## src/rtl/core/pps_pkg.sv

```systemverilog
// Package of types, constants and helper functions for the preemptive priority scheduler.
package pps_pkg;

  localparam int TASK_SLOTS = 16;
  localparam int SLOT_W     = $clog2(TASK_SLOTS);
  localparam int CNT_W      = $clog2(TASK_SLOTS + 1);
  localparam int TIME_W     = 24;
  localparam int VAL_W      = 16;

  localparam logic [TIME_W-1:0] TIME_MAX = {TIME_W{1'b1}};

  localparam logic [1:0] KIND_LOAD  = 2'd0;
  localparam logic [1:0] KIND_TICK  = 2'd1;
  localparam logic [1:0] KIND_CLEAR = 2'd2;

  typedef enum logic [1:0] {
    ST_IDLE,
    ST_SCAN,
    ST_UPDATE,
    ST_REPORT
  } pps_state_t;

  typedef struct packed {
    logic [1:0]       kind;
    logic [3:0]       slot;
    logic [VAL_W-1:0] priority_req;
    logic [VAL_W-1:0] arrival;
    logic [VAL_W-1:0] burst;
  } pps_in_t;

  typedef struct packed {
    logic [3:0]        ran_slot;
    logic              idle;
    logic              finished;
    logic [TIME_W-1:0] waiting_time;
    logic [TIME_W-1:0] response_time;
    logic [TIME_W-1:0] turnaround_time;
  } pps_out_t;

  typedef struct packed {
    logic [VAL_W-1:0]  prio;
    logic [VAL_W-1:0]  arrival;
    logic [VAL_W-1:0]  remaining;
    logic [VAL_W-1:0]  burst;
    logic [TIME_W-1:0] first_start;
  } pps_rec_t;

  typedef struct packed {
    logic              en;
    logic [SLOT_W-1:0] addr;
    pps_rec_t          data;
  } pps_wr_t;

  function automatic logic [TIME_W-1:0] sub_clamp(input logic [TIME_W-1:0] a,
                                                  input logic [TIME_W-1:0] b);
    return (a > b) ? (a - b) : '0;
  endfunction

endpackage

```

## src/rtl/core/pps_mem.sv

```systemverilog
// Task table memory with one write port and one registered read port.
module pps_mem
  import pps_pkg::*;
(
  input  logic              clk,
  input  pps_wr_t           wr,
  input  logic [SLOT_W-1:0] rd_addr,
  output pps_rec_t          rd_data
);

  pps_rec_t mem [TASK_SLOTS];

  always_ff @(posedge clk) begin
    if (wr.en) begin
      mem[wr.addr] <= wr.data;
    end
    rd_data <= mem[rd_addr];
  end

endmodule

```

## src/rtl/core/pps_ctrl.sv

```systemverilog
// Scheduler control: slot scan, read-modify-write of the chosen task and result timing.
module pps_ctrl
  import pps_pkg::*;
(
  input  logic              clk,
  input  logic              rst,
  input  logic              start,
  output logic              busy,
  input  pps_in_t           item,
  output logic              result_stb,
  output pps_out_t          result,
  output pps_wr_t           wr,
  output logic [SLOT_W-1:0] rd_addr,
  input  pps_rec_t          rd_data
);

  pps_state_t state, state_next;

  logic [CNT_W-1:0]      cnt;
  logic [SLOT_W-1:0]     slot_q;
  logic                  vld_q;
  logic [TASK_SLOTS-1:0] valid;
  logic [TASK_SLOTS-1:0] started;
  logic [TIME_W-1:0]     now_time;
  logic                  found;
  logic [SLOT_W-1:0]     best_slot;
  pps_rec_t              best_rec;
  logic                  fin_q;
  logic [TIME_W-1:0]     turn_q;
  logic [TIME_W-1:0]     resp_q;

  logic              accept;
  logic              load_ok;
  logic              cand_ok;
  logic              take;
  logic [TIME_W-1:0] done_time;
  logic [TIME_W-1:0] start_time;
  logic [TIME_W-1:0] arr_ext;

  assign accept    = start && !busy;
  assign load_ok   = 32'(item.slot) < TASK_SLOTS;
  assign done_time = (now_time != TIME_MAX) ? now_time + TIME_W'(1) : TIME_MAX;
  assign arr_ext   = TIME_W'(best_rec.arrival);
  assign start_time = started[best_slot] ? best_rec.first_start : now_time;
  assign rd_addr   = cnt[SLOT_W-1:0];

  assign cand_ok = vld_q && (rd_data.remaining != '0)
                   && (TIME_W'(rd_data.arrival) <= now_time);
  assign take    = (cnt != '0) && cand_ok && (!found || (rd_data.prio < best_rec.prio));

  always_comb begin
    state_next = state;
    case (state)
      ST_IDLE: begin
        if (accept && (item.kind == KIND_TICK)) begin
          state_next = ST_SCAN;
        end
      end
      ST_SCAN: begin
        if (cnt == CNT_W'(TASK_SLOTS)) begin
          state_next = ST_UPDATE;
        end
      end
      ST_UPDATE: state_next = ST_REPORT;
      ST_REPORT: state_next = ST_IDLE;
      default:   state_next = ST_IDLE;
    endcase
  end

  always_comb begin
    busy    = 1'b1;
    wr.en   = 1'b0;
    wr.addr = best_slot;
    wr.data = best_rec;
    case (state)
      ST_IDLE: begin
        busy    = 1'b0;
        wr.en   = start && (item.kind == KIND_LOAD) && load_ok;
        wr.addr = item.slot[SLOT_W-1:0];
        wr.data.prio        = item.priority_req;
        wr.data.arrival     = item.arrival;
        wr.data.remaining   = item.burst;
        wr.data.burst       = item.burst;
        wr.data.first_start = '0;
      end
      ST_UPDATE: begin
        wr.en                = found;
        wr.data.remaining   = best_rec.remaining - VAL_W'(1);
        wr.data.first_start = start_time;
      end
      default: begin
        busy = 1'b1;
      end
    endcase
  end

  always_ff @(posedge clk) begin
    if (rst) begin
      state      <= ST_IDLE;
      cnt        <= '0;
      vld_q      <= 1'b0;
      valid      <= '0;
      started    <= '0;
      now_time   <= '0;
      found      <= 1'b0;
      fin_q      <= 1'b0;
      result_stb <= 1'b0;
    end else begin
      state      <= state_next;
      result_stb <= 1'b0;
      case (state)
        ST_IDLE: begin
          if (accept) begin
            case (item.kind)
              KIND_LOAD: begin
                if (load_ok) begin
                  valid[item.slot[SLOT_W-1:0]]   <= 1'b1;
                  started[item.slot[SLOT_W-1:0]] <= 1'b0;
                end
              end
              KIND_CLEAR: begin
                valid    <= '0;
                started  <= '0;
                now_time <= '0;
              end
              KIND_TICK: begin
                cnt   <= '0;
                found <= 1'b0;
              end
              default: begin
                found <= found;
              end
            endcase
          end
        end
        ST_SCAN: begin
          cnt    <= cnt + CNT_W'(1);
          slot_q <= cnt[SLOT_W-1:0];
          vld_q  <= (cnt != CNT_W'(TASK_SLOTS)) && valid[cnt[SLOT_W-1:0]];
          if (take) begin
            found     <= 1'b1;
            best_slot <= slot_q;
            best_rec  <= rd_data;
          end
        end
        ST_UPDATE: begin
          now_time <= done_time;
          fin_q    <= found && (best_rec.remaining == VAL_W'(1));
          turn_q   <= sub_clamp(done_time, arr_ext);
          resp_q   <= sub_clamp(done_time, start_time);
          if (found) begin
            started[best_slot] <= 1'b1;
          end
        end
        ST_REPORT: begin
          result_stb             <= 1'b1;
          result.ran_slot        <= found ? 4'(best_slot) : 4'd0;
          result.idle            <= !found;
          result.finished        <= fin_q;
          result.waiting_time    <= fin_q ? sub_clamp(turn_q, TIME_W'(best_rec.burst)) : '0;
          result.response_time   <= fin_q ? resp_q : '0;
          result.turnaround_time <= fin_q ? turn_q : '0;
        end
        default: begin
          result_stb <= 1'b0;
        end
      endcase
    end
  end

endmodule

```

## src/rtl/core/preemptive_priority_scheduler.sv

```systemverilog
// A load or clear transaction completes in the idle state and gives no result.
// A tick reads every task slot once through the table's single read port, then
// writes the chosen task back: its result strobes after the update and report states.
// A new tick is not taken while busy with the last; the receiver cannot stall the result.
// Reset clears the state machine, the slot valid and started flags and the time;
// the table memory is not swept, as invalid slots read as empty.
module preemptive_priority_scheduler
  import pps_pkg::*;
(
  input  logic     clk,
  input  logic     rst,
  input  logic     start,
  output logic     busy,
  input  pps_in_t  item,
  output logic     result_stb,
  output pps_out_t result
);

  pps_wr_t           wr;
  logic [SLOT_W-1:0] rd_addr;
  pps_rec_t          rd_data;

  pps_ctrl u_ctrl (
    .clk        (clk),
    .rst        (rst),
    .start      (start),
    .busy       (busy),
    .item       (item),
    .result_stb (result_stb),
    .result     (result),
    .wr         (wr),
    .rd_addr    (rd_addr),
    .rd_data    (rd_data)
  );

  pps_mem u_mem (
    .clk     (clk),
    .wr      (wr),
    .rd_addr (rd_addr),
    .rd_data (rd_data)
  );

endmodule

```

## config.mk

```make
export PLATFORM = sky130hd
export DESIGN_NAME = preemptive_priority_scheduler
export DESIGN_NICKNAME = d
export VERILOG_FILES = /design/src/rtl/core/pps_pkg.sv /design/src/rtl/core/pps_mem.sv /design/src/rtl/core/pps_ctrl.sv /design/src/rtl/core/preemptive_priority_scheduler.sv
export SDC_FILE = /design/constraint.sdc
export NUM_CORES = 2
export LEC_CHECK = 0
export BUFFER_PORTS_ARGS = -buffer_cell sky130_fd_sc_hd__buf_2
export CORE_ASPECT_RATIO = 0.8
export CORE_MARGIN = 3
export CORE_UTILIZATION = 40
export CTS_CLUSTER_DIAMETER = 30
export DETAILED_ROUTE_END_ITERATION = 10
export PLACE_DENSITY = 0.63
export RECOVER_POWER = 100
export SYNTH_ARGS = -nofsm -noshare
export SYNTH_HDL_FRONTEND = slang
export SYNTH_SLANG_ARGS = --single-unit
```

## constraint.sdc

```tcl
create_clock -name clk -period 6.6 [get_ports clk]
set_input_delay 1.32 -clock clk [delete_from_list [all_inputs] [get_ports clk]]
set_output_delay 1.32 -clock clk [all_outputs]
set_load 0.01 [all_outputs]
```

# Word level (Yosys, flattened, before mapping)
# Memory sizes are Yosys's and may differ from the RTL's. A register that Yosys moved wholly into a read port is not among the register bits.
# Cells that the tools add are included.
# classes
add_sub_neg	6
n_lt_le_gt_ge	10
n_eq_ne	17
mux	37
n_bitwise	5
reduce_logical	31
# ops
operator	count
$pmux 16 s2	4
$mux 24	4
$pmux 24 s2	2
$gt 24x16->1	2
$mux 16	3
$sub 24x16->24	2
$mux 36	1
$or 16x16->16	2
$add 24x1->24 const B	1
$gt 24x24->1	1
$le 16x24->1	1
$ne 24x24->1 const B	1
$sub 24x24->24	1
$and 16x16->16	1
$eq 16x1->1 const B	1
$lt 16x16->1	1
$not 16->16	1
$reduce_bool 16->1	1
$sub 16x1->16 const B	1
$lt 4x5->1 const B	3
$reduce_and 3->1	4
$logic_and 1x1->1	11
$mux 1	11
$mux 5	2
other kinds (23)	44
# word_totals
register_bits	289
mem_bits_rw	1408
in_bits	57
output_inout_bits	80
word_cells	131
memories	1
# memory_table
name	depth	width	read_ports	rd_clocked_by_memory_dff	write_ports	line	source
u_mem.mem	16	88	1	1	1	pps_mem.sv:11	pps_rec_t mem [TASK_SLOTS];

# Logic depth before layout (Yosys ltp)
# logic_depth
word_depth	9
mapped_depth	22
depth_no_buf	18

# Hierarchy
# Synthesis repeated with hierarchy kept, for this count alone.
# unflattened
hier_cells	3923
hier_area_um2	70878.0
# modules_own_cells
mod	n_inst	cells_per_inst	area_per_inst_um2	seq_area_each_um2
pps_mem	1	2256	54362.1	44042.2
pps_ctrl	1	1667	16515.8	8007.7

# Least setup slack after synthesis
# OpenSTA, ideal clock, no wires.
# synth_path
kind	input port to flip-flop
from	in item[48] in the netlist's numbering
to	mem u_mem.mem[1][0] in the netlist's numbering (enable)
setup_time_ns	0.536
t_arrival_ns	5.834
t_required_ns	6.064
slack_ns	0.230
stages	6
path_buffers	1
cell_sequence	clkbuf_1 > nor2b_1 > nand2_1 > o21ai_0 > nand2_1 > nor2_1
# synth_via
elab_chain_cells	1
# synth_rtl
element	line	source
start: declaration	preemptive_priority_scheduler.sv:14	input pps_in_t item,
$mux 36	pps_ctrl.sv:75	case (state)
end: declaration	pps_mem.sv:11	
# Every way passes these cells.

# Final worst setup path
# layout_path
from	reg u_ctrl.best_slot[2]
to	reg u_ctrl.resp_q[9], data pin
# layout_via
elab_chain_cells	4
word_cells_on_any_way	5
classes_between	1 x add/sub; 1 x order compare; 3 x mux
# layout_rtl
element	line	source
start: declaration	pps_ctrl.sv:26	logic [SLOT_W-1:0] best_slot;
start signal: assignment	pps_ctrl.sv:142	best_slot <= slot_q;
$bmux 1 s4 (*)	pps_ctrl.sv:44	assign start_time = started[best_slot] ? best_rec.first_start : now_time;
$mux 1 (not written as such) (*)	pps_ctrl.sv:44	
$mux 24 (*)	pps_ctrl.sv:44	
$sub 24x24->24 / $gt 24x24->1 (equally long branches)	pps_pkg.sv:56	return (a > b) ? (a - b) : '0;
end signal: assignment	pps_ctrl.sv:150	resp_q <= sub_clamp(done_time, start_time);
end: declaration	pps_ctrl.sv:30	logic [TIME_W-1:0] resp_q;
# Every way passes the cells marked *; elsewhere a longest branch is shown, timed or not. The select of a mux whose other input is x is not followed.
# A chain may end at the register's enable or synchronous reset.

==> run summary <==
# nets final - 4294
Synth Instances - 3708
Remaining Overflow, GRT - 0
Drt initial violations - 4089
Hold buffer count at CTS - 0
GP Congestion - 0.9245
Synth Register Bits - 1785
DIE HEIGHT - 382.2 um
Final wirelength - 180700 um
Commonest cells post-synth - edfxtp_1, mux4_2, nor2_1, nand2_1, dfxtp_1
Most Used Layer, Global Route - met2
Least-Margin Pin Slew - 3083 ps
Syn Std Cell Area - 0.07076 sq mm
Fraction of layout cells with a size suffix above 1 - 0.2595
Crit path max fanout - 30
Die footprint - 0.1820 sq mm
R2R Path Start - u_ctrl.best_slot[2]$_DFFE_PP_
Crit-path cells - mux4_2, mux4_2, buf_4, nor2_1, a21oi_1, fa_1, a21oi_1, o21ai_0, a211oi_1, nor2_1, a21o_1, maj3_1, a2111oi_0, nand3b_2, nor3b_1
Post-detailed-route wirelength per cell - 26.67 um
Area of the core - 0.1750 sq mm
DP Area - 0.07508 sq mm
Critical path type - reg -> reg
Clk pwr share - 0.515
Ys flop type - edfxtp_1
Syn_nets - 3863
Top post-synthesis cells by area - edfxtp_1, mux4_2, dfxtp_1, ha_1, nor2_1
Final period utilization - 0.9079
Max-Cap Viols - 43
Post-synthesis sequential area ratio - 0.7356
Hold Crit Class - reg -> reg
Critical path arrival - 6580 ps
Final min period - 5992 ps
Psw - 7.458 mW
Antenna-violating nets left - 0
Final instance area - 0.08581 sq mm
Most area-hungry cell type in the Yosys netlist - edfxtp_1
Ys async rst share - 0
Post-layout util - 0.4903
Crit Reg-Reg Endpoint - u_ctrl.resp_q[9]$_SDFFCE_PP0P_
First-pass GRT wire length - 265700 um
IO Count - 137
Met3 Use GR - 0.03920
Seq pwr share - 0.412
Number of synthesized flops with an enable pin - 1630
Pleak - 28.13 nW
Synth top area share - 0.6917
Highest clock rate - 0.1669 GHz
Slowest cell delay on critical path - 730 ps
Crit path max-delay cell type - mux4_2
R2r worst-path depth - 15
Synthesized area per cell - 19.08 sq um
Skew-Pair Late Insertion Delay - 910 ps
Total number of vias - 37830
Setup crit end - u_ctrl.resp_q[9]$_SDFFCE_PP0P_
Failing checks - max-capacitance violations, max-slew violations
Internal power - 25.46 mW
Clk buf depth - 4
First-pass iteration count of the detailed router - 6
Number of hold violations in the final report - 0
Outcome - complete, but fails checks
Crit end category - flip-flop
Crit path from - u_ctrl.best_slot[2]$_DFFE_PP_
Initial antenna violation count - 3
Die width - 476.2 um
Max VDD drop - 249.6 uV
Setup Viol. Count Final - 0
Sw Share - 0.2266
Vias in the first global route - 38430
PortBufs - 136
Cell Rows - 137
Area grow syn2layout - 21.27%
Slew headroom - -1.058
CP required - 7190 ps
Drt drc - 0
Power share of the combinational group - 0.074
YS warnings - 0
Critical path startpoint category - flip-flop
GR Util All Layers - 0.1974
Hpwl dp - 99770 um
CTS resizes - 0
Netlist cell types - 74
Largest net degree at the start of global routing - 130
Slew Viols, Final - 1645
WHS - 394.2 ps
CTS tree - done
Met1 Resource Use GR - 0.2811
Htree depth - 5
RSZ-0062 raised after global routing - no
Initial Util - 0.4043
Root Driver - clkbuf_16
R2r setup slk - 610 ps
Final setup TNS - 0 ps
Cell with the most instances after synthesis - edfxtp_1
Setup Fix Bufs, Post-CTS - 0
Via density - 5.582
Clock Sinks - 1785
Met2 usage - 0.3063
Fin Clk Skew - 62.14 ps
Num CTS Buffers - 349
Clock slew at reported path FFs - 50 ps
PwrDens - 383.6 mW/mm^2
==> stage by stage <==
stage          cells  power [mW]  setup slack [ps]
3_3_place_gp    6150       16.20             980.9
3_5_place_dp    6150       16.27             948.0
6_report        6776       32.92             608.0
5_1_grt         6775       33.98             259.5
2_1_floorplan   3708       15.27             229.9
4_1_cts         6774       33.24             848.6
==> sequential cells by signal (all words and copies together), names as in the netlist, 16 cells and up <==
signal           count
u_mem.rd_data       88
u_ctrl.result       78
u_mem.mem         1408
u_ctrl.arr_ext      16
u_ctrl.resp_q       24
u_ctrl.started      16
u_ctrl.turn_q       24
u_ctrl.best_rec     72
u_ctrl.valid        16
u_ctrl.now_time     24
==> cells in the final DEF (no fill, tap or decap), drive strengths merged, types with 11 or more instances in the layout <==
master | Yosys | routed
a211oi | 11 | 11
a31oi | 13 | 13
inv | 96 | 126
dfxtp | 155 | 155
nor4 | 17 | 17
o211ai | 14 | 14
a21o | 33 | 33
nand2b | 11 | 11
buf | 46 | 77
nand2 | 165 | 165
nor2 | 207 | 207
bufinv | 0 | 28
nand3 | 30 | 30
o21ai | 109 | 109
clkinv | 1 | 100
nor3 | 33 | 33
xnor2 | 44 | 44
a31o | 15 | 15
clkinvlp | 0 | 40
mux4 | 450 | 450
nor2b | 25 | 25
ha | 95 | 95
xor2 | 26 | 26
a21oi | 123 | 123
clkbuf | 123 | 599
a22oi | 24 | 24
and2 | 56 | 56
edfxtp | 1630 | 1630
o21a | 14 | 14
nand4 | 24 | 24
==> logic make-up (layout without fill, tap and decap cells) <==
logic type | count (synthesis) | in the layout | synth area share
muxes | 468 | 468 | 0.1460
xor gates and xnor gates | 70 | 70 | 0.008664
adders and majority gates | 99 | 99 | 0.01781
AOI/OAI and AO/OA | 410 | 410 | 0.03630
DFF | 1785 | 1785 | 0.7356
other | 0 | 1 | 0
buffers and inverters | 266 | 970 | 0.01453
and+or+nand+nor | 610 | 610 | 0.04115
==> routing by layer <==
metal,vias to the layer above,wire length (um)
li1,15970,-
met1,19960,77380
met2,1625,84620
met3,282,13380
met4,0,5311
met5,-,0
==> power groups by stage <==
stage | combinational [mW] | clock [mW] | sequential [mW]
after floorplan | 1.59 | 0 | 13.7
after global placement | 2.48 | 0 | 13.7
after detailed placement | 2.55 | 0 | 13.7
after CTS | 2.56 | 17.2 | 13.5
after global routing | 2.66 | 17.8 | 13.6
final | 2.43 | 16.9 | 13.5
==> worst min path at each step <==
| stage | cells past startpoint | slack, ps | start | endpoint |
|---|---|---|---|---|
| 3_5_place_dp | 0 | 390 | u_mem.rd_data[11]$_DFF_P_ | u_ctrl.best_rec[11]$_DFFE_PP_ |
| 3_3_place_gp | 0 | 390 | u_mem.rd_data[14]$_DFF_P_ | u_ctrl.best_rec[14]$_DFFE_PP_ |
| 6_report | 0 | 390 | u_mem.rd_data[34]$_DFF_P_ | u_ctrl.best_rec[34]$_DFFE_PP_ |
| 4_1_cts | 0 | 390 | u_mem.rd_data[20]$_DFF_P_ | u_ctrl.best_rec[20]$_DFFE_PP_ |
| 2_1_floorplan | 0 | 390 | u_mem.rd_data[0]$_DFF_P_ | u_ctrl.best_rec[0]$_DFFE_PP_ |
| 5_1_grt | 0 | 400 | u_mem.rd_data[34]$_DFF_P_ | u_ctrl.best_rec[34]$_DFFE_PP_ |
==> final cells by class <==
class	instances	area, sq um
fillers	14140	89200
diodes	1	2.502
clock inverters	197	2001
repair buffers	249	1255
multi-input cells	1657	17730
clock buffers	427	9458
flip-flops and latches	1785	52050
well taps	2363	2957
inverters	97	364.1
==> critical path, delay by kind of cell, from the launching register on <==
kind / cells / cell delay [ps]
AO/OA/AOI/OAI: 6 / 1530
adder cells (fa/ha/maj): 2 / 860
buffers and inverters: 1 / 340
flip-flops: 1 / 640
multiplexers: 2 / 1310
AND/OR/NAND/NOR: 4 / 980
Power figures use the tool's default switching activity.
